### config.mk
export PLATFORM = sky130hd
export DESIGN_NAME = kgsa_fifo
export DESIGN_NICKNAME = d
export VERILOG_FILES = /design/src/kgsa_pkg.sv /design/src/kgsa_fifo.sv
export SDC_FILE = /design/constraint.sdc
export NUM_CORES = 1
export LEC_CHECK = 0
export BUFFER_PORTS_ARGS = -buffer_cell sky130_fd_sc_hd__buf_2
export CAP_MARGIN = 15
export CORE_MARGIN = 8
export CORE_UTILIZATION = 35
export CTS_CLUSTER_DIAMETER = 100
export CTS_CLUSTER_SIZE = 24
export DETAILED_ROUTE_END_ITERATION = 12
export PLACE_DENSITY = 0.63
export SYNTH_ARGS = -nofsm -noshare
export SYNTH_HDL_FRONTEND = slang
export SYNTH_SLANG_ARGS = --single-unit
### constraint.sdc
create_clock -name clk -period 3.4 [get_ports clk]
set_input_delay 0.17 -clock clk [delete_from_list [all_inputs] [get_ports clk]]
set_output_delay 0.17 -clock clk [all_outputs]
set_load 0.03 [all_outputs]
### src/kgsa_pkg.sv
// shared types, constants and helpers of the gradient splat and advect core
`default_nettype none

package kgsa_pkg;

  localparam int MAP_SIDE_DEF   = 256;
  localparam int MAX_KERNEL_DEF = 31;

  localparam int KW          = 6;   // kernel side and tap counters, up to 63
  localparam int MW          = 11;  // used map side, up to 2047
  localparam int PW          = 18;  // point coordinate, signed Q10.8
  localparam int CW          = 20;  // widened coordinate for tap and step math
  localparam int GW          = 32;  // map cell
  localparam int ATW         = 16;  // attraction, unsigned Q8.8
  localparam int DIV_NW      = 48;  // divider numerator and quotient
  localparam int DIV_DW      = 32;  // divider denominator
  localparam int QDEPTH      = 2;   // request queue depth
  localparam int RECIP_SHIFT = 20;  // fraction bits of the kernel reciprocal
  localparam int CONE_NW     = 20;  // cone numerator

  typedef enum logic [1:0] {
    REQ_CLEAR  = 2'd0,
    REQ_SPLAT  = 2'd1,
    REQ_ADVECT = 2'd2,
    REQ_NONE   = 2'd3
  } req_t;

  typedef struct packed {
    req_t                  req;
    logic signed [PW-1:0]  px;
    logic signed [PW-1:0]  py;
    logic                  in_map;
  } item_t;

  typedef struct packed {
    logic [KW-1:0]  k;
    logic [MW-1:0]  m;
    logic [ATW-1:0] att;
  } cfg_t;

  typedef struct packed {
    logic full;
    logic empty;
  } q_stat_t;

  // strictly inside (0, m*256)
  function automatic logic in_lim(input logic signed [CW-1:0] p, input logic [MW-1:0] m);
    logic signed [CW-1:0] lim;
    lim = $signed({1'b0, m, 8'h00});
    return (p > 0) && (p < lim);
  endfunction

endpackage

`default_nettype wire

### src/kgsa_fifo.sv
// short request queue between intake and execution
`default_nettype none

module kgsa_fifo import kgsa_pkg::*; (
  input  wire logic  clk,
  input  wire logic  rst_n,
  input  wire logic  push,
  input  wire item_t push_item,
  input  wire logic  pop,
  output item_t      pop_item,
  output q_stat_t    q_stat
);

  localparam int PTW = (QDEPTH > 1) ? $clog2(QDEPTH) : 1;
  localparam int CNW = $clog2(QDEPTH + 1);

  item_t          ent_r [QDEPTH];
  logic [PTW-1:0] wr_ptr_r;
  logic [PTW-1:0] rd_ptr_r;
  logic [CNW-1:0] cnt_r;

  assign q_stat.full  = (cnt_r == CNW'(QDEPTH));
  assign q_stat.empty = (cnt_r == '0);
  assign pop_item     = ent_r[rd_ptr_r];

  always_ff @(posedge clk) begin
    if (push) begin
      ent_r[wr_ptr_r] <= push_item;
    end
  end

  always_ff @(posedge clk) begin
    if (!rst_n) begin
      wr_ptr_r <= '0;
      rd_ptr_r <= '0;
      cnt_r    <= '0;
    end else begin
      if (push) begin
        wr_ptr_r <= (wr_ptr_r == PTW'(QDEPTH - 1)) ? '0 : wr_ptr_r + 1'b1;
      end
      if (pop) begin
        rd_ptr_r <= (rd_ptr_r == PTW'(QDEPTH - 1)) ? '0 : rd_ptr_r + 1'b1;
      end
      if (push && !pop) begin
        cnt_r <= cnt_r + 1'b1;
      end else if (pop && !push) begin
        cnt_r <= cnt_r - 1'b1;
      end
    end
  end

endmodule

`default_nettype wire

==> results of run 1 <==
stage by stage:
| stage | instance area [um^2] | setup WS (ns) |
|---|---|---|
| after floorplan | 3030 | 0.877 |
| after global placement | 3570 | 1.59 |
| after detailed placement | 3570 | 1.60 |
| after CTS | 4090 | 1.21 |
| after global routing | 4090 | 1.14 |
| final | 4090 | 1.31 |
metal layers:
layer,GRT usage,part of all wire,up-vias
li1,-,-,802
met1,0.110,0.41,815
met2,0.176,0.51,48
met3,0.0479,0.071,6
met4,0.0362,0.0094,0
met5,0,0,-
cells in the final DEF (no fill, tap or decap):
cell / Yosys / layout
clkinv_2: 0 / 1
o21a_1: 1 / 1
and2_2: 0 / 1
nor2_1: 1 / 1
o21ai_0: 1 / 1
dlygate4sd3_1: 0 / 33
xnor2_1: 1 / 1
buf_4: 1 / 1
clkinvlp_4: 0 / 1
nor2b_1: 2 / 1
dfxtp_2: 0 / 1
xor2_1: 2 / 2
a21boi_1: 1 / 1
clkinv_4: 0 / 1
bufinv_16: 0 / 1
edfxtp_1: 78 / 78
inv_1: 1 / 1
mux2_2: 39 / 39
nor2b_4: 0 / 1
dfxtp_1: 5 / 4
and2b_2: 1 / 1
and2_1: 4 / 3
or3_1: 1 / 1
clkbuf_1: 0 / 1
inv_6: 0 / 1
clkinv_1: 0 / 1
buf_2: 2 / 83
ha_1: 1 / 1
clkbuf_8: 0 / 9
kinds of logic after synthesis:
family,count (synthesis)
mux,39
xor+xnor,3
simple gates,9
compound gates,3
buf+inv,5
fa+ha+maj,1
flops,83
flip-flops by register name (all words and copies together), names as in the netlist, named ones only:
name      cells
cnt_r         2
ent_r        78
rd_ptr_r      1
wr_ptr_r      1
final cells by class:
cell class	instances	area, um^2
clock buffers	10	128
clock inverters	6	63.8
fillers	770	4460
inverters	1	3.75
multi-input cells	55	563
flip-flops and latches	83	2440
well taps	108	135
repair buffers	117	753
final timing paths:
check / start / to / slack (ns) / cells after the start
min: push_item[26] / ent_r[1][26] / 0.03 / 1
max reg2reg: wr_ptr_r / ent_r[0][38] / 1.77 / 2
min reg2reg: cnt_r[1] / cnt_r[1] / 0.52 / 2
max: flip-flop / pop_item[0] / 1.31 / 2
report_power, final:
part | switching, mW | total (mW) | internal (mW)
clock | 0.350 | 0.690 | 0.340
combinational | 0.186 | 0.324 | 0.138
sequential | 0.0328 | 1.21 | 1.18
total | 0.569 | 2.22 | 1.65
worst max-delay path: stages, from the launching register on:
cell and delay (ns):
dfxtp_2 0.97, mux2_2 0.42, buf_2 0.18
==> results.json, run 1 <==
{
  "die_area_mm2": 0.0119,
  "final_antenna_net_count": 0,
  "synth-simple-area-share": 0.0186,
  "synthesis.nets": 187,
  "cts_hold_buf": 33,
  "skew_ns": 0.00695,
  "cp.required_ns": 3.23,
  "cts.sinks": 83,
  "synth_seq_area_share": 0.806,
  "antenna_found_initial": 0,
  "path_max_fanout": 39,
  "gp_congestion": 0.640,
  "clock-root-buffer": "clkbuf_8",
  "yosysWarningCount": 0,
  "fin_setup_tns_ns": 0,
  "p_per_area_mw_per_mm2": 544,
  "clk_pin_slew_worst_paths_ns": 0.08,
  "maxCapViolations": 0,
  "synth-main-ff-cell": "edfxtp_1",
  "dr.pass1.iters": 4,
  "synth_edf_count": 78,
  "synth.distinct_cells": 18,
  "end_kind": "output port",
  "fin_total_pwr_mw": 2.22,
  "irDropWorstVdd_mv": 0.243,
  "rows": 34,
  "cts_buffer_depth": 2,
  "overflow": 0,
  "dieWidth_um": 109,
  "area_growth_pct": 35.0,
  "tightest_slew_ns": 0.991,
  "final_util": 0.478,
  "detail_route.wl_per_cell_um": 15.4,
  "finalCritPeriodShare": 0.614,
  "synth_most_common_cell": "edfxtp_1",
  "diodes": 0,
  "rsz0062_at_grt": "no",
  "drc_errors": 0,
  "crit_type": "reg -> out",
  "core_area_mm2": 0.00855,
  "syn_inst": 143,
  "drt-initial-drc-count": 49,
  "leakagePower_nw": 1.55,
  "grt_pass1_wl_um": 9270,
  "yosys-top-cells-area": "edfxtp_1 (77%), mux2_2 (14%), dfxtp_1 (3.3%)",
  "slew_violations": 0,
  "synth_top_family_by_area": "multiplexers",
  "yosys.area.top_type": "edfxtp_1",
  "synth_mux_area_frac": 0.145,
  "avgSynthCellArea_um2": 21.2,
  "cts_tree": "built",
  "port_buffers": 83,
  "layout.nets": 311,
  "cts_resized": 0,
  "async_flop_share": 0,
  "fin_cells": 380,
  "synth_top_area_frac": 0.773,
  "max_slew_margin": 0.340,
  "synth_area_mm2": 0.00303,
  "drive_above_1_share": 0.518,
  "holdCritPathClass": "in -> reg",
  "dp_cells": 331,
  "ys_seq_elements": 83,
  "gr-usage-all-layers": 0.103,
  "dp_hpwl_um": 3700,
  "synth_commonest_cells": "edfxtp_1 (78), mux2_2 (39), dfxtp_1 (5)",
  "clk-insertion-delay-late_ns": 0.34,
  "synth_compound_area_frac": 0.00661,
  "vias_per_cell": 4.40,
  "io_pins": 84,
  "post-cts-setup-buffers": 0,
  "hold_viol_final": 0,
  "setup_viol": 0,
  "timing.hold.ws_ns": 0.0263,
  "period_needed_ns": 2.09,
  "status": "complete, no violations",
  "startpoint_type": "flip-flop",
  "synth_xor_xnor_area_share": 0.00867,
  "first_global_vias": 1949,
  "routed_wl_um": 5840,
  "fmax_mhz": 479,
  "crit_arrival_ns": 1.92,
  "fp.dieH_um": 109,
  "grt_max_degree": 40,
  "vias": 1671,
  "synthAdderAreaFrac": 0.00413,
  "h-tree-depth": 3,
  "cts_buffers": 9,
  "initial_core_util": 0.354
}
Note: power is estimated with default switching activity, not from simulation.
==> inputs of run 2 (changes only) <==
PLACE_DENSITY = 0.65   (was 0.63)
clock period = 1.7 ns   (was 3.4 ns; I/O delays follow)
==> run 2 against run 1 <==
Effect of this change: combinational power up 120%; final cell count up 2.9%; register-to-register slack worse by 1.3 ns; critical path depth up 1; worst hold slack better by 0.071 ns; clock power up 130%; design area up 4.7%; clock skew down 0.0018 ns; largest cell class unchanged; die area unchanged; first-iteration DRC count down 20%; non-clock buffer count up 11.
==> results.json, run 2 (synthesis gave the netlist of run 1 again) <==
{
  "largest_reg_flops": 78,
  "fp.dieH_um": 109,
  "cts_tree": "built",
  "rows": 34,
  "regArea_mm2": 0.00244,
  "clock-root-buffer": "clkbuf_8",
  "post-place-ws_ns": 0.410,
  "final_antenna_net_count": 0,
  "rsz0062_at_grt": "no",
  "slew_violations": 0,
  "gp_congestion": 0.667,
  "drc_errors": 0,
  "layout_common_cells": "buf_2 (83), edfxtp_1 (78), dlygate4sd3_1 (40)",
  "port_buffers": 83,
  "post-cts-setup-buffers": 0,
  "end_kind": "output port",
  "routed_wl_um": 5730,
  "finalCritPeriodShare": 0.929,
  "h-tree-depth": 3,
  "cts.sinks": 83,
  "gr-usage-all-layers": 0.0966,
  "crit_arrival_ns": 1.49,
  "drive_above_1_share": 0.509,
  "grt_pass1_wl_um": 8630,
  "p_per_area_mw_per_mm2": 1100,
  "drt-initial-drc-count": 39,
  "overflow": 0,
  "cp.required_ns": 1.62,
  "area_growth_pct": 41.3,
  "tightest_slew_ns": 0.350,
  "dieWidth_um": 109,
  "io_pins": 84,
  "final.setup.worst_slack_ns": 0.121,
  "reg_top3": "ent_r: 78 flops, cnt_r: 2 flops",
  "period_needed_ns": 1.58,
  "vias_per_cell": 4.34,
  "startpoint_type": "flip-flop",
  "fin_total_pwr_mw": 4.73,
  "detail_route.wl_per_cell_um": 14.6,
  "core_area_mm2": 0.00855,
  "status": "complete, no violations",
  "setup_viol": 0,
  "irDropWorstVdd_mv": 0.580,
  "leakagePower_nw": 1.63,
  "maxCapViolations": 0,
  "cts_buffers": 9,
  "first_global_vias": 1846,
  "dp_cells": 335,
  "skew_ns": 0.00518,
  "final_common_cell": "buf_2",
  "diodes": 0,
  "vias": 1696,
  "initial_core_util": 0.354,
  "holdCritPathClass": "in -> reg",
  "hold_viol_final": 0,
  "dr.pass1.iters": 3,
  "clk-insertion-delay-late_ns": 0.34,
  "fin_cells": 391,
  "fillers": 732,
  "layout.nets": 322,
  "die_area_mm2": 0.0119,
  "antenna_found_initial": 0,
  "clk_pin_slew_worst_paths_ns": 0.07,
  "crit_type": "reg -> out",
  "grt_max_degree": 40,
  "cts_buffer_depth": 2,
  "fin_setup_tns_ns": 0,
  "multi_input_area_um2": 563,
  "max_slew_margin": 0.767,
  "top_register": "ent_r",
  "fmax_mhz": 633,
  "path_max_fanout": 39,
  "dp_hpwl_um": 3700
}
## run 2: worst max-delay path, cell delays in order, from the launching register on
cell	delay, ns
dfxtp_2	0.34
buf_12	0.24
mux2_2	0.38
buf_2	0.18
## run 2: final cells by class
class | count | area share
Timing Repair Buffer | 128 | 0.211
Clock buffer | 11 | 0.0307
Tap cell | 108 | 0.0316
Multi-Input combinational cell | 55 | 0.132
Inverter | 1 | 0.000877
Clock inverter | 5 | 0.0237
Sequential cell | 83 | 0.571
## run 2: report_power, final
part           total (mW)  switching, mW  leakage [nW]  internal (mW)
combinational       0.723          0.414         0.743          0.309
sequential           2.38         0.0305         0.774           2.35
clock                1.62          0.646         0.111          0.972
## run 2: per-stage QoR
step / util / area (um^2) / hold slack (ns)
floorplan: - / 3040 / 0.184
global placement: 0.427 / 3650 / 0.273
detailed placement: 0.427 / 3650 / 0.277
CTS: 0.501 / 4280 / 0.0744
global route: 0.501 / 4280 / 0.0896
finish: 0.501 / 4280 / 0.0977
## run 2: final timing paths
check | startpoint | endpoint | slack, ns | cells past startpoint
max reg2reg | wr_ptr_r | ent_r[1][9] | 0.44 | 2
min | pop | flip-flop | 0.1 | 3
min reg2reg | cnt_r[1] | cnt_r[1] | 0.53 | 2
max | flip-flop | pop_item[10] | 0.12 | 3
## run 2: repair_timing
item | 4_1_cts | 5_1_grt
hold endpoints to repair | 82 | 0
gates resized for setup | 0 | 0
hold buffers | 40 | 0
## run 2: metal layers
layer / track usage / part of all wire / routed length, um / up-vias
li1: - / - / - / 822
met1: 0.102 / 0.39 / 2230 / 815
met2: 0.164 / 0.52 / 2970 / 48
met3: 0.0366 / 0.077 / 440 / 11
met4: 0.0528 / 0.016 / 90 / 0
met5: 0 / 0 / 0 / -
