===== src/kgsa_pkg.sv =====
// shared types, constants and helpers of the gradient splat and advect core
`default_nettype none

package kgsa_pkg;

  localparam int MAP_SIDE_DEF   = 256;
  localparam int MAX_KERNEL_DEF = 31;

  localparam int KW          = 6;   // kernel side and tap counters, up to 63
  localparam int MW          = 11;  // used map side, up to 2047
  localparam int PW          = 18;  // point coordinate, signed Q10.8
  localparam int CW          = 20;  // widened coordinate for tap and step math
  localparam int GW          = 32;  // map cell
  localparam int ATW         = 16;  // attraction, unsigned Q8.8
  localparam int DIV_NW      = 48;  // divider numerator and quotient
  localparam int DIV_DW      = 32;  // divider denominator
  localparam int QDEPTH      = 2;   // request queue depth
  localparam int RECIP_SHIFT = 20;  // fraction bits of the kernel reciprocal
  localparam int CONE_NW     = 20;  // cone numerator

  typedef enum logic [1:0] {
    REQ_CLEAR  = 2'd0,
    REQ_SPLAT  = 2'd1,
    REQ_ADVECT = 2'd2,
    REQ_NONE   = 2'd3
  } req_t;

  typedef struct packed {
    req_t                  req;
    logic signed [PW-1:0]  px;
    logic signed [PW-1:0]  py;
    logic                  in_map;
  } item_t;

  typedef struct packed {
    logic [KW-1:0]  k;
    logic [MW-1:0]  m;
    logic [ATW-1:0] att;
  } cfg_t;

  typedef struct packed {
    logic full;
    logic empty;
  } q_stat_t;

  // strictly inside (0, m*256)
  function automatic logic in_lim(input logic signed [CW-1:0] p, input logic [MW-1:0] m);
    logic signed [CW-1:0] lim;
    lim = $signed({1'b0, m, 8'h00});
    return (p > 0) && (p < lim);
  endfunction

endpackage

`default_nettype wire


===== src/kgsa_front.sv =====
// request intake: captures a request and tags advect points that lie inside the map
`default_nettype none

module kgsa_front import kgsa_pkg::*; (
  input  wire logic                 clk,
  input  wire logic                 rst_n,
  input  wire logic                 start,
  output logic                      busy,
  input  wire logic [1:0]           in_req_type,
  input  wire logic signed [PW-1:0] in_point_x,
  input  wire logic signed [PW-1:0] in_point_y,
  input  wire logic [MW-1:0]        cfg_m,
  input  wire logic                 hold,
  input  wire q_stat_t              q_stat,
  output logic                      push,
  output item_t                     push_item
);

  logic  valid_r;
  logic  valid_nxt;
  item_t item_r;
  item_t item_nxt;
  logic  accept;

  assign busy   = hold || (valid_r && q_stat.full);
  assign accept = start && !busy;
  assign push   = valid_r && !q_stat.full;
  assign push_item = item_r;

  always_comb begin
    item_nxt.req    = req_t'(in_req_type);
    item_nxt.px     = in_point_x;
    item_nxt.py     = in_point_y;
    item_nxt.in_map = in_lim(CW'(in_point_x), cfg_m) && in_lim(CW'(in_point_y), cfg_m);
    if (accept) begin
      valid_nxt = 1'b1;
    end else if (push) begin
      valid_nxt = 1'b0;
    end else begin
      valid_nxt = valid_r;
    end
  end

  always_ff @(posedge clk) begin
    if (!rst_n) begin
      valid_r <= 1'b0;
    end else begin
      valid_r <= valid_nxt;
    end
  end

  always_ff @(posedge clk) begin
    if (accept) begin
      item_r <= item_nxt;
    end
  end

endmodule

`default_nettype wire


===== config.mk =====
export PLATFORM = sky130hd
export DESIGN_NAME = kgsa_front
export DESIGN_NICKNAME = d
export VERILOG_FILES = /design/src/kgsa_pkg.sv /design/src/kgsa_front.sv
export SDC_FILE = /design/constraint.sdc
export NUM_CORES = 1
export LEC_CHECK = 0
export ABC_AREA = 1
export BUFFER_PORTS_ARGS = -buffer_cell sky130_fd_sc_hd__buf_2
export CAP_MARGIN = 10
export CORE_ASPECT_RATIO = 2
export CORE_MARGIN = 5
export CORE_UTILIZATION = 45
export CTS_CLUSTER_SIZE = 14
export DETAILED_ROUTE_END_ITERATION = 10
export GPL_TIMING_DRIVEN = 0
export MAX_ROUTING_LAYER = met4
export PLACE_DENSITY = 0.79
export SLEW_MARGIN = 20
export SYNTH_ARGS = -nofsm -noshare
export SYNTH_HDL_FRONTEND = slang
export SYNTH_SLANG_ARGS = --single-unit
export TNS_END_PERCENT = 5

===== constraint.sdc =====
create_clock -name clk -period 3.3 [get_ports clk]
set_clock_uncertainty 0.1 [all_clocks]
set_input_delay 0.33 -clock clk [delete_from_list [all_inputs] [get_ports clk]]
set_output_delay 0.33 -clock clk [all_outputs]
set_load 0.02 [all_outputs]

==> metrics.md, run 1 <==
| Metric | Value |
|---|---|
| Area Growth Syn to Fin | 34.91% |
| GRT overflow | 0 |
| Gates resized, CTS repair | 0 |
| GRT Resource Usage Total | 0.1584 |
| Hold_buf cts | 0 |
| Met1 Track Usage GR | 0.1465 |
| I/O Buffers | 94 |
| Core footprint | 0.004046 mm2 |
| Met2 GRT Util | 0.3066 |
| Worst slew pin tran | 0.3442 ns |
| DIE AREA | 0.005570 mm2 |
| Post-CTS Repair Setup Buffers | 0 |
| Max Freq | 0.7023 GHz |
| Critical Path RT | 3.18 ns |
| DRT Pass-1 Iters | 4 |
| RSZ-0062 raised after global routing | no |
| Worst-Skew Late Latency | 0.27 ns |
| Crit path DAT | 1.30 ns |
| GR Util met3 | 0.02436 |
| Pins Over Slew Limit | 0 |
| Final setup fails | 0 |
| Most used routing layer | met2 |
| Psw | 0.2539 mW |
| Num ports | 96 |
| Via count | 1479 |
| Tot Pwr | 1.045 mW |
| Critical path's top delay family | simple AND/OR/NAND/NOR gates |
| Die width | 55.33 um |
| Crit Path Category | flip-flop to flip-flop |
| Clock network power share | 0.282 |
| Critical-path top delay cell | dfxtp_1 |
| Drt initial violations | 26 |
| Max transition margin | 0.7700 |
| Int Pwr | 0.7906 mW |
| Post-synthesis sequential area ratio | 0.6441 |
| Number of global-route vias before repair | 1546 |
| Synthesized flop and latch total | 40 |
| WHS | 0.1274 ns |
| Synth warnings | 0 |
| Hold crit path type | input port to flip-flop |
| Commonest non-fill, non-tap cell in the layout | buf_2 |
| Slowest stage delay, CP | 0.31 ns |
| Sequential share of power | 0.562 |
| DR DRC count | 0 |
| Sw Share | 0.2430 |
| Syn_nets | 237 |
| Cell count after synthesis | 164 |
| Avg Synthesized Cell Area | 11.28 um2 |
| Largest net degree at the start of global routing | 31 |
| Worst-path fanout max | 30 |
| Power per cell area | 418.7 mW/mm2 |
| Clk buf depth | 2 |
| Critical Path Sink Type | flip-flop |
| Distinct cells, synth | 13 |
| CTS Root Buffer Type | clkbuf_8 |
| Most frequent cells in the layout | 94 x buf_2, 39 x edfxtp_1, 37 x nand2_1, 24 x inv_1, 23 x nor2_1 |
| CTS tree | done |
| Cell Rows | 33 |
| Crit share post-route | 0.4315 |
| Avg WL per Cell | 12.87 um |
| Post-route ant nets | 0 |
| Ant diodes | 0 |
| CP startpoint kind | flip-flop |
| Mapped Area | 0.001849 mm2 |
| WP buf/inv | 1 |
| Starting Density | 0.4570 |
| Fin crit period | 1.424 ns |
| Die height | 100.7 um |
| Clock sinks | 40 |
| Comb pwr share | 0.155 |
| Final WL | 4106 um |
| First-pass GRT wire length | 6789 um |
| CTS buffer count | 5 |
| Initial antenna violation count | 0 |
| P_leak | 1.212 nW |
| Outcome | finished, final reports clean |
| H-tree Lvls | 2 |
| Max_cap viols | 0 |
| Final hold vios | 0 |
| Post-DP HPWL | 3564 um |
| # nets final | 339 |
| Ratio of cells with drive above 1 in the final layout | 0.3895 |
| Routability congestion estimate | 0.8388 |
| CP Cell Sequence | nand2_1 -> nand2_1 -> nor2_4 -> buf_12 |
| Clock transition at path regs | 0.07 ns |
| Most used cell, CP | nand2_1 |
| Vias per inst | 4.636 |
| Max VDD drop | 235.5 uV |
-- sequential cells by signal (all words and copies together) (netlist names) --
name / cells
valid_r: 1
push_item: 39
-- synthesized netlist by cell type, drive strengths merged --
master	instances	area, um2
nor2	24	90.09
nand2	37	138.9
o21ai	2	10.01
dfxtp	1	20.02
or2	2	12.51
ha	18	225.2
nand3	7	35.03
inv	24	90.09
edfxtp	39	1171
nor3	3	20.02
and2	1	6.260
a21oi	6	30.03
-- layout make-up --
cell class | instances | area [um2]
clock buffer | 5 | 68.82
multi-input combinational | 100 | 575.6
tap | 52 | 65.06
inverter | 24 | 90.09
fill | 368 | 1551
sequential | 40 | 1191
timing repair buffer | 95 | 490.5
clock inverter | 3 | 13.76
-- worst paths after layout --
| check | start | end | slack (ns) | depth (start not counted) |
|---|---|---|---|---|
| hold reg to reg | valid_r$_SDFFE_PN0P_ | valid_r$_SDFFE_PN0P_ | 0.54 | 4 |
| setup reg to reg | valid_r$_SDFFE_PN0P_ | push_item[25]$_DFFE_PP_ | 1.88 | 4 |
| setup / recovery | valid_r$_SDFFE_PN0P_ | push_item[25]$_DFFE_PP_ | 1.88 | 4 |
| hold / removal | in_req_type[0] | push_item[37]$_DFFE_PP_ | 0.13 | 1 |
-- power groups by stage --
stage	Clock, mW	Combinational [mW]	Sequential, mW
2_1_floorplan	0	0.0572	0.628
3_3_place_gp	0	0.155	0.600
3_5_place_dp	0	0.165	0.599
4_1_cts	0.305	0.165	0.588
5_1_grt	0.332	0.183	0.589
6_report	0.295	0.162	0.587
-- per-layer routing --
metal  part of all wire  vias to the layer above
met5                  0                        -
met4              0.027                        0
met3              0.045                        8
met2               0.60                       47
met1               0.32                      673
li1                   -                      751
-- stage by stage --
step	setup TNS, ns	cell area, um2	utilization	setup WS (ns)	instances
floorplan	0	1849	-	0.5311	164
global placement	-0.4704	2385	0.5894	-0.01398	310
detailed placement	0	2412	0.5962	1.660	311
CTS	0	2495	0.6166	1.859	319
global route	0	2495	0.6166	1.797	319
finish	0	2495	0.6166	1.876	319
-- kinds of logic after synthesis --
kind of cell	share of synthesized area
compound gates	0.02165
buf+inv	0.04872
simple gates	0.1637
flops	0.6441
fa+ha+maj	0.1218
Note: power is estimated with default switching activity, not from simulation.
==> run 2, diff against run 1 <==
--- a/config.mk
+++ b/config.mk
@@ -10,12 +10,12 @@
 export CAP_MARGIN = 10
 export CORE_ASPECT_RATIO = 2
 export CORE_MARGIN = 5
-export CORE_UTILIZATION = 45
+export CORE_UTILIZATION = 40
 export CTS_CLUSTER_SIZE = 14
 export DETAILED_ROUTE_END_ITERATION = 10
 export GPL_TIMING_DRIVEN = 0
 export MAX_ROUTING_LAYER = met4
-export PLACE_DENSITY = 0.79
+export PLACE_DENSITY = 0.74
 export SLEW_MARGIN = 20
 export SYNTH_ARGS = -nofsm -noshare
 export SYNTH_HDL_FRONTEND = slang
==> constraint.sdc (replaced) <==
create_clock -name clk -period 1.23 [get_ports clk]
set_clock_uncertainty 0.1 [all_clocks]
set_input_delay 0.123 -clock clk [delete_from_list [all_inputs] [get_ports clk]]
set_output_delay 0.123 -clock clk [all_outputs]
set_load 0.02 [all_outputs]
==> run 2 against run 1 <==
Effect of this change:
- sequential share of layout area shrank 7.3 points
- global-route usage is 1.5 points higher
- critical path depth is 1 lower
- clock power increased to 3.6 times the previous value
- largest cell class unchanged
- worst hold slack got worse by 0.11 ns
- critical path type is now flip-flop to output pin
- critical endpoint is now busy
- largest power group unchanged
- non-clock buffer count is 39 higher
==> metrics.md, run 2 (synthesis gave the netlist of run 1 again) <==
| Metric | Value |
|---|---|
| Outcome | finished, final reports clean |
| Most frequent cells in the layout | 94 x buf_2, 39 x dlygate4sd3_1, 39 x edfxtp_1, 35 x nand2_1, 24 x inv_1 |
| Clk buf depth | 2 (unchanged) |
| I/O Buffers | 94 (unchanged) |
| CTS buffer count | 5 (unchanged) |
| Critical Path RT | 1.01 ns (-2.17 ns) |
| Ratio of cells with drive above 1 in the final layout | 0.3571 (-0.03237) |
| Post-DP HPWL | 3637 um (+2.0%) |
| Tot Pwr | 3.194 mW (+210%) |
| Area Growth Syn to Fin | 59.61% |
| Cell Rows | 35 (+6.1%) |
| Critical Path Sink Type | output pin |
| Post-route ant nets | 0 (unchanged) |
| Clock sinks | 40 (unchanged) |
| # nets final | 380 (+12%) |
| Fin crit period | 1.224 ns |
| Crit Path Category | flip-flop to output pin |
| First-pass GRT wire length | 7679 um (+13%) |
| Worst-path fanout max | 4 (-87%) |
| DIE AREA | 0.006166 mm2 (+11%) |
| GRT Resource Usage Total | 0.1732 (+0.01483) |
| DR DRC count | 0 (unchanged) |
| GRT overflow | 0 (unchanged) |
| Post-layout util | 0.6481 (+0.03150) |
| P_leak | 1.392 nW (+15%) |
| CTS tree | done |
| Number of global-route vias before repair | 1725 (+12%) |
| Avg WL per Cell | 14.30 um (+11%) |
| Final hold vios | 0 (unchanged) |
| Final WL | 5192 um (+26%) |
| Crit share post-route | 0.9950 |
| RSZ-0062 raised after global routing | yes |
| Vias per inst | 4.636 (unchanged) |
| Starting Density | 0.4060 (-0.05098) |
| H-tree Lvls | 2 (unchanged) |
| Routability congestion estimate | 0.8144 (-2.9%) |
| Hold crit path type | input port to flip-flop |
| Initial antenna violation count | 0 (unchanged) |
| Die width | 58.08 um (+5.0%) |
| Clock transition at path regs | 0.07 ns (about the same) |
| DRT Pass-1 Iters | 4 (unchanged) |
| Worst slew pin tran | 0.3547 ns (+0.01055 ns) |
| Largest register FFs | 39 (unchanged) |
| Largest net degree at the start of global routing | 20 (-35%) |
| CTS Root Buffer Type | clkbuf_8 |
| Via count | 1683 (+14%) |
| Num ports | 96 (unchanged) |
| Final setup fails | 0 (unchanged) |
| Max_cap viols | 0 (unchanged) |
| Max transition margin | 0.7633 (-0.006747) |
| Drt initial violations | 42 (+62%) |
| Core footprint | 0.004554 mm2 (+13%) |
| Worst-Skew Late Latency | 0.28 ns (about the same) |
| Die height | 106.2 um (+5.5%) |
| Commonest non-fill, non-tap cell in the layout | buf_2 |
| CP startpoint kind | flip-flop |
| Max VDD drop | 830.3 uV (+250%) |
| Crit path DAT | 1.00 ns (-0.30 ns) |
| Power per cell area | 1082 mW/mm2 (+160%) |
| Max Freq | 0.8171 GHz |
| Pins Over Slew Limit | 0 (unchanged) |
| Fillers | 388 (+5.4%) |
| Ant diodes | 0 (unchanged) |
==> run 2: routing by layer <==
| layer | track usage | routed length, um | vias to the layer above | part of all wire |
|---|---|---|---|---|
| met2 | 0.3406 | 3151 | 55 | 0.61 |
| met4 | 0.1028 | 239 | 0 | 0.046 |
| met5 | - | 0 | - | 0 |
| met1 | 0.1411 | 1576 | 771 | 0.30 |
| li1 | - | - | 839 | - |
| met3 | 0.02309 | 225 | 18 | 0.043 |
==> run 2: worst paths after layout <==
kind                                      startpoint                 endpoint  slack (ns)  cells past startpoint
worst max-delay path            valid_r$_SDFFE_PN0P_                     busy       0.006                      3
worst min-delay path                            hold     valid_r$_SDFFE_PN0P_        0.02                      4
worst max register to register  valid_r$_SDFFE_PN0P_  push_item[17]$_DFFE_PP_       0.006                      4
worst min register to register  valid_r$_SDFFE_PN0P_     valid_r$_SDFFE_PN0P_        0.48                      4
==> run 2: critical path, cell delays in order (launching register included) <==
cell and delay, ns:
dfxtp_2 0.34, nand2_2 0.06, nand2_4 0.13, buf_2 0.19
==> run 2: cell type report <==
class	instances	area (um2)	share of cell area
Multi-Input combinational cell	102	608.1	0.2060
Clock inverter	3	42.54	0.01441
Clock buffer	5	68.82	0.02331
Tap cell	55	68.82	0.02331
Inverter	24	90.09	0.03052
Timing Repair Buffer	134	880.8	0.2984
Sequential cell	40	1192	0.4040
==> run 2: timing repair <==
item | in CTS | in global routing
hold endpoints to repair | 39 | 0
setup endpoints to repair | 39 | 40
setup buffers | 0 | 1
resized for setup | 2 | 1
hold buffers | 39 | 0
pin swaps | 1 | 1
gates cloned | 2 | 0
==> run 2: metrics by stage <==
stage / hold WS [ns] / TNS, ns / worst slack [ns] / instances / cell area (um2)
after global placement: 0.2023 / -20.09 / -0.5116 / 313 / 2406
after CTS: 0.01050 / -4.787 / -0.1837 / 362 / 2927
after detailed placement: 0.2049 / -22.19 / -0.5650 / 313 / 2406
after global routing: 0.06306 / -0.8036 / -0.03309 / 363 / 2952
after floorplan: 0.1206 / -13.36 / -0.3425 / 164 / 1867
final: 0.01853 / 0 / 0.006197 / 363 / 2952
==> run 2: where the power goes <==
part | switching, mW | internal, mW
clock | 0.461 | 0.600
combinational | 0.297 | 0.258
sequential | 0.0139 | 1.56
==> run 3, diff against run 2 <==
==> constraint.sdc (replaced) <==
create_clock -name clk -period 1.23 [get_ports clk]
set_clock_uncertainty 0.1 [all_clocks]
set_input_delay 0.123 -clock clk [delete_from_list [all_inputs] [get_ports clk]]
set_output_delay 0.123 -clock clk [all_outputs]
set_load 0.05 [all_outputs]
==> run 3 against run 2 <==
Effect of this change:
- non-clock buffer count rose by 1
- clock power fell by 23%
- critical path depth stayed put
- via count shrank 0.24%
- count of clock-buffer cells in the layout is the same
- global-route usage shrank 0.32 points
==> metrics.md, run 3 (synthesis gave the netlist of run 1 again) <==
| Metric | Value |
|---|---|
| Max_cap viols | 0 (unchanged) |
| Max VDD drop | 617.9 uV (-26%) |
| Hold_sp | hold |
| CP startpoint kind | flip-flop |
| Worst reg2reg path depth | 3 (-1) |
| DR DRC count | 0 (unchanged) |
| Ratio of cells with drive above 1 in the final layout | 0.3592 (+0.002080) |
| Crit share post-route | 0.9710 (-0.02395) |
| CTS Root Buffer Type | clkbuf_8 |
| Via count | 1679 (-0.24%) |
| Critical Path RT | 1.09 ns (+0.08 ns) |
| Worst Hold Path Cells | 4 (unchanged) |
| Avg WL per Cell | 13.84 um (-3.3%) |
| Hold crit path type | input port to flip-flop |
| Most frequent cells in the layout | 92 x buf_2, 39 x dlygate4sd3_1, 39 x edfxtp_1, 35 x nand2_1, 24 x inv_1 |
| Outcome | finished, final reports clean |
| Dpl ws | -0.5504 ns (+0.01462 ns) |
| Max transition margin | 0.7785 (+0.01521) |
| WHS | 0.05931 ns (+0.04078 ns) |
| I/O Buffers | 94 (unchanged) |
| # nets final | 381 (+0.26%) |
| Slowest stage delay, CP | 0.34 ns (about the same) |
| Max Freq | 0.8373 GHz (+2.5%) |
| Clk buf depth | 2 (unchanged) |
| Final WS setup | 0.03566 ns (+0.02946 ns) |
| Fin crit period | 1.194 ns (-0.02946 ns) |
| H-tree Lvls | 2 (unchanged) |
| Ant diodes | 0 (unchanged) |
| Commonest non-fill, non-tap cell in the layout | buf_2 |
| Final hold vios | 0 (unchanged) |
| Worst-Skew Late Latency | 0.28 ns (about the same) |
| Die height | 106.2 um (unchanged) |
| Critical Path Sink Type | flip-flop |
| Critical-path top delay cell | dfxtp_2 |
| Final WL | 5037 um (-3.0%) |
| Drt initial violations | 21 (-50%) |
| Final setup fails | 0 (unchanged) |
| First-pass GRT wire length | 7610 um (-0.90%) |
| DIE AREA | 0.006166 mm2 (unchanged) |
| Clock sinks | 40 (unchanged) |
| End of the worst register-to-register path | push_item[14]$_DFFE_PP_ |
| Crit path DAT | 1.05 ns (+0.05 ns) |
| Area Growth Syn to Fin | 60.69% |
| Clock transition at path regs | 0.07 ns (about the same) |
| Routability congestion estimate | 0.8050 (-1.2%) |
| FF-to-FF Start | valid_r$_SDFFE_PN0P_ |
| Pins Over Slew Limit | 0 (unchanged) |
| Largest register FFs | 39 (unchanged) |
| Core footprint | 0.004554 mm2 (unchanged) |
| Critical path's top delay family | simple AND/OR/NAND/NOR gates |
| Die width | 58.08 um (unchanged) |
| Design area | 0.002972 mm2 (+0.68%) |
| Post-DP HPWL | 3672 um (+0.97%) |
| Worst-path fanout max | 10 (+6) |
| RSZ-0062 raised after global routing | yes |
| Number of global-route vias before repair | 1717 (-0.46%) |
| DRT Pass-1 Iters | 4 (unchanged) |
| Power per cell area | 1040 mW/mm2 (-3.9%) |
| Reg2Reg Setup Slack | 0.04 ns (+0.03 ns) |
| Crit Path Category | flip-flop to flip-flop |
| Vias per inst | 4.613 (-0.51%) |
| GRT Resource Usage Total | 0.1700 (-0.003221) |
| CTS tree | done |
| Num ports | 96 (unchanged) |
| WP buf/inv | 0 (-1) |
| P_leak | 1.403 nW (+0.80%) |
| Initial antenna violation count | 0 (unchanged) |
| Post-layout util | 0.6525 (+0.004396) |
| Largest net degree at the start of global routing | 20 (unchanged) |
| Post-route ant nets | 0 (unchanged) |
| CTS buffer count | 5 (unchanged) |
| DP Area | 0.002421 mm2 (+0.62%) |
| CP Cell Sequence | nand2_4 -> nand2_8 -> nor2_4 |
| Worst Hold Endpoint | valid_r$_SDFFE_PN0P_ |
| GRT overflow | 0 (unchanged) |
| Starting Density | 0.4060 (unchanged) |
| Worst slew pin tran | 0.3319 ns (-0.02279 ns) |
| Cell Rows | 35 (unchanged) |
run 3: repair_timing:
item                       in CTS  in global routing
hold buffers                   39                  0
pin swaps                       3                  1
gates resized for setup         3                  5
setup buffers                   1                  1
setup endpoints to repair      41                 21
hold endpoints to repair       39                  0
gates cloned                    2                  0
run 3: cell type report:
cell class,instances,area [um2]
timing repair buffer,135,913.4
multi-input combinational,102,624.3
clock buffer,5,68.82
tap,55,68.82
inverter,24,90.09
fill,367,1583
sequential,40,1192
clock inverter,3,13.76
run 3: worst reg2reg max path: stages (launching register included):
cell     delay, ns
dfxtp_2       0.34
nand2_4       0.08
nand2_8       0.08
nor2_4        0.28
run 3: how the worst max path moves through the flow:
stage	from	to	slack (ns)	cells after the start
floorplan	valid_r$_SDFFE_PN0P_	push_item[0]$_DFFE_PP_	-0.40	3
global placement	valid_r$_SDFFE_PN0P_	push_item[36]$_DFFE_PP_	-0.53	3
detailed placement	valid_r$_SDFFE_PN0P_	push_item[22]$_DFFE_PP_	-0.55	3
CTS	valid_r$_SDFFE_PN0P_	push_item[7]$_DFFE_PP_	-0.16	3
global route	valid_r$_SDFFE_PN0P_	push_item[1]$_DFFE_PP_	-0.001	3
finish	valid_r$_SDFFE_PN0P_	push_item[14]$_DFFE_PP_	0.04	3
run 3: report_power, final:
part | internal (mW) | switching, mW
Clock | 0.385 | 0.429
Sequential | 1.56 | 0.0135
Combinational | 0.271 | 0.428
run 3: through the flow:
stage	setup TNS (ns)	total power, mW	std cells
5_1_grt	-0.002973	3.256	364
2_1_floorplan	-15.57	1.975	164
3_3_place_gp	-20.89	2.161	313
6_report	0	3.091	364
3_5_place_dp	-21.62	2.181	313
4_1_cts	-3.119	3.112	363
run 3: metal layers:
metal	vias up	GRT usage	wire (um)
met5	-	-	0
met4	0	0.1111	223
met3	16	0.01823	198
met2	55	0.3252	3020
met1	771	0.1452	1595
li1	837	-	-
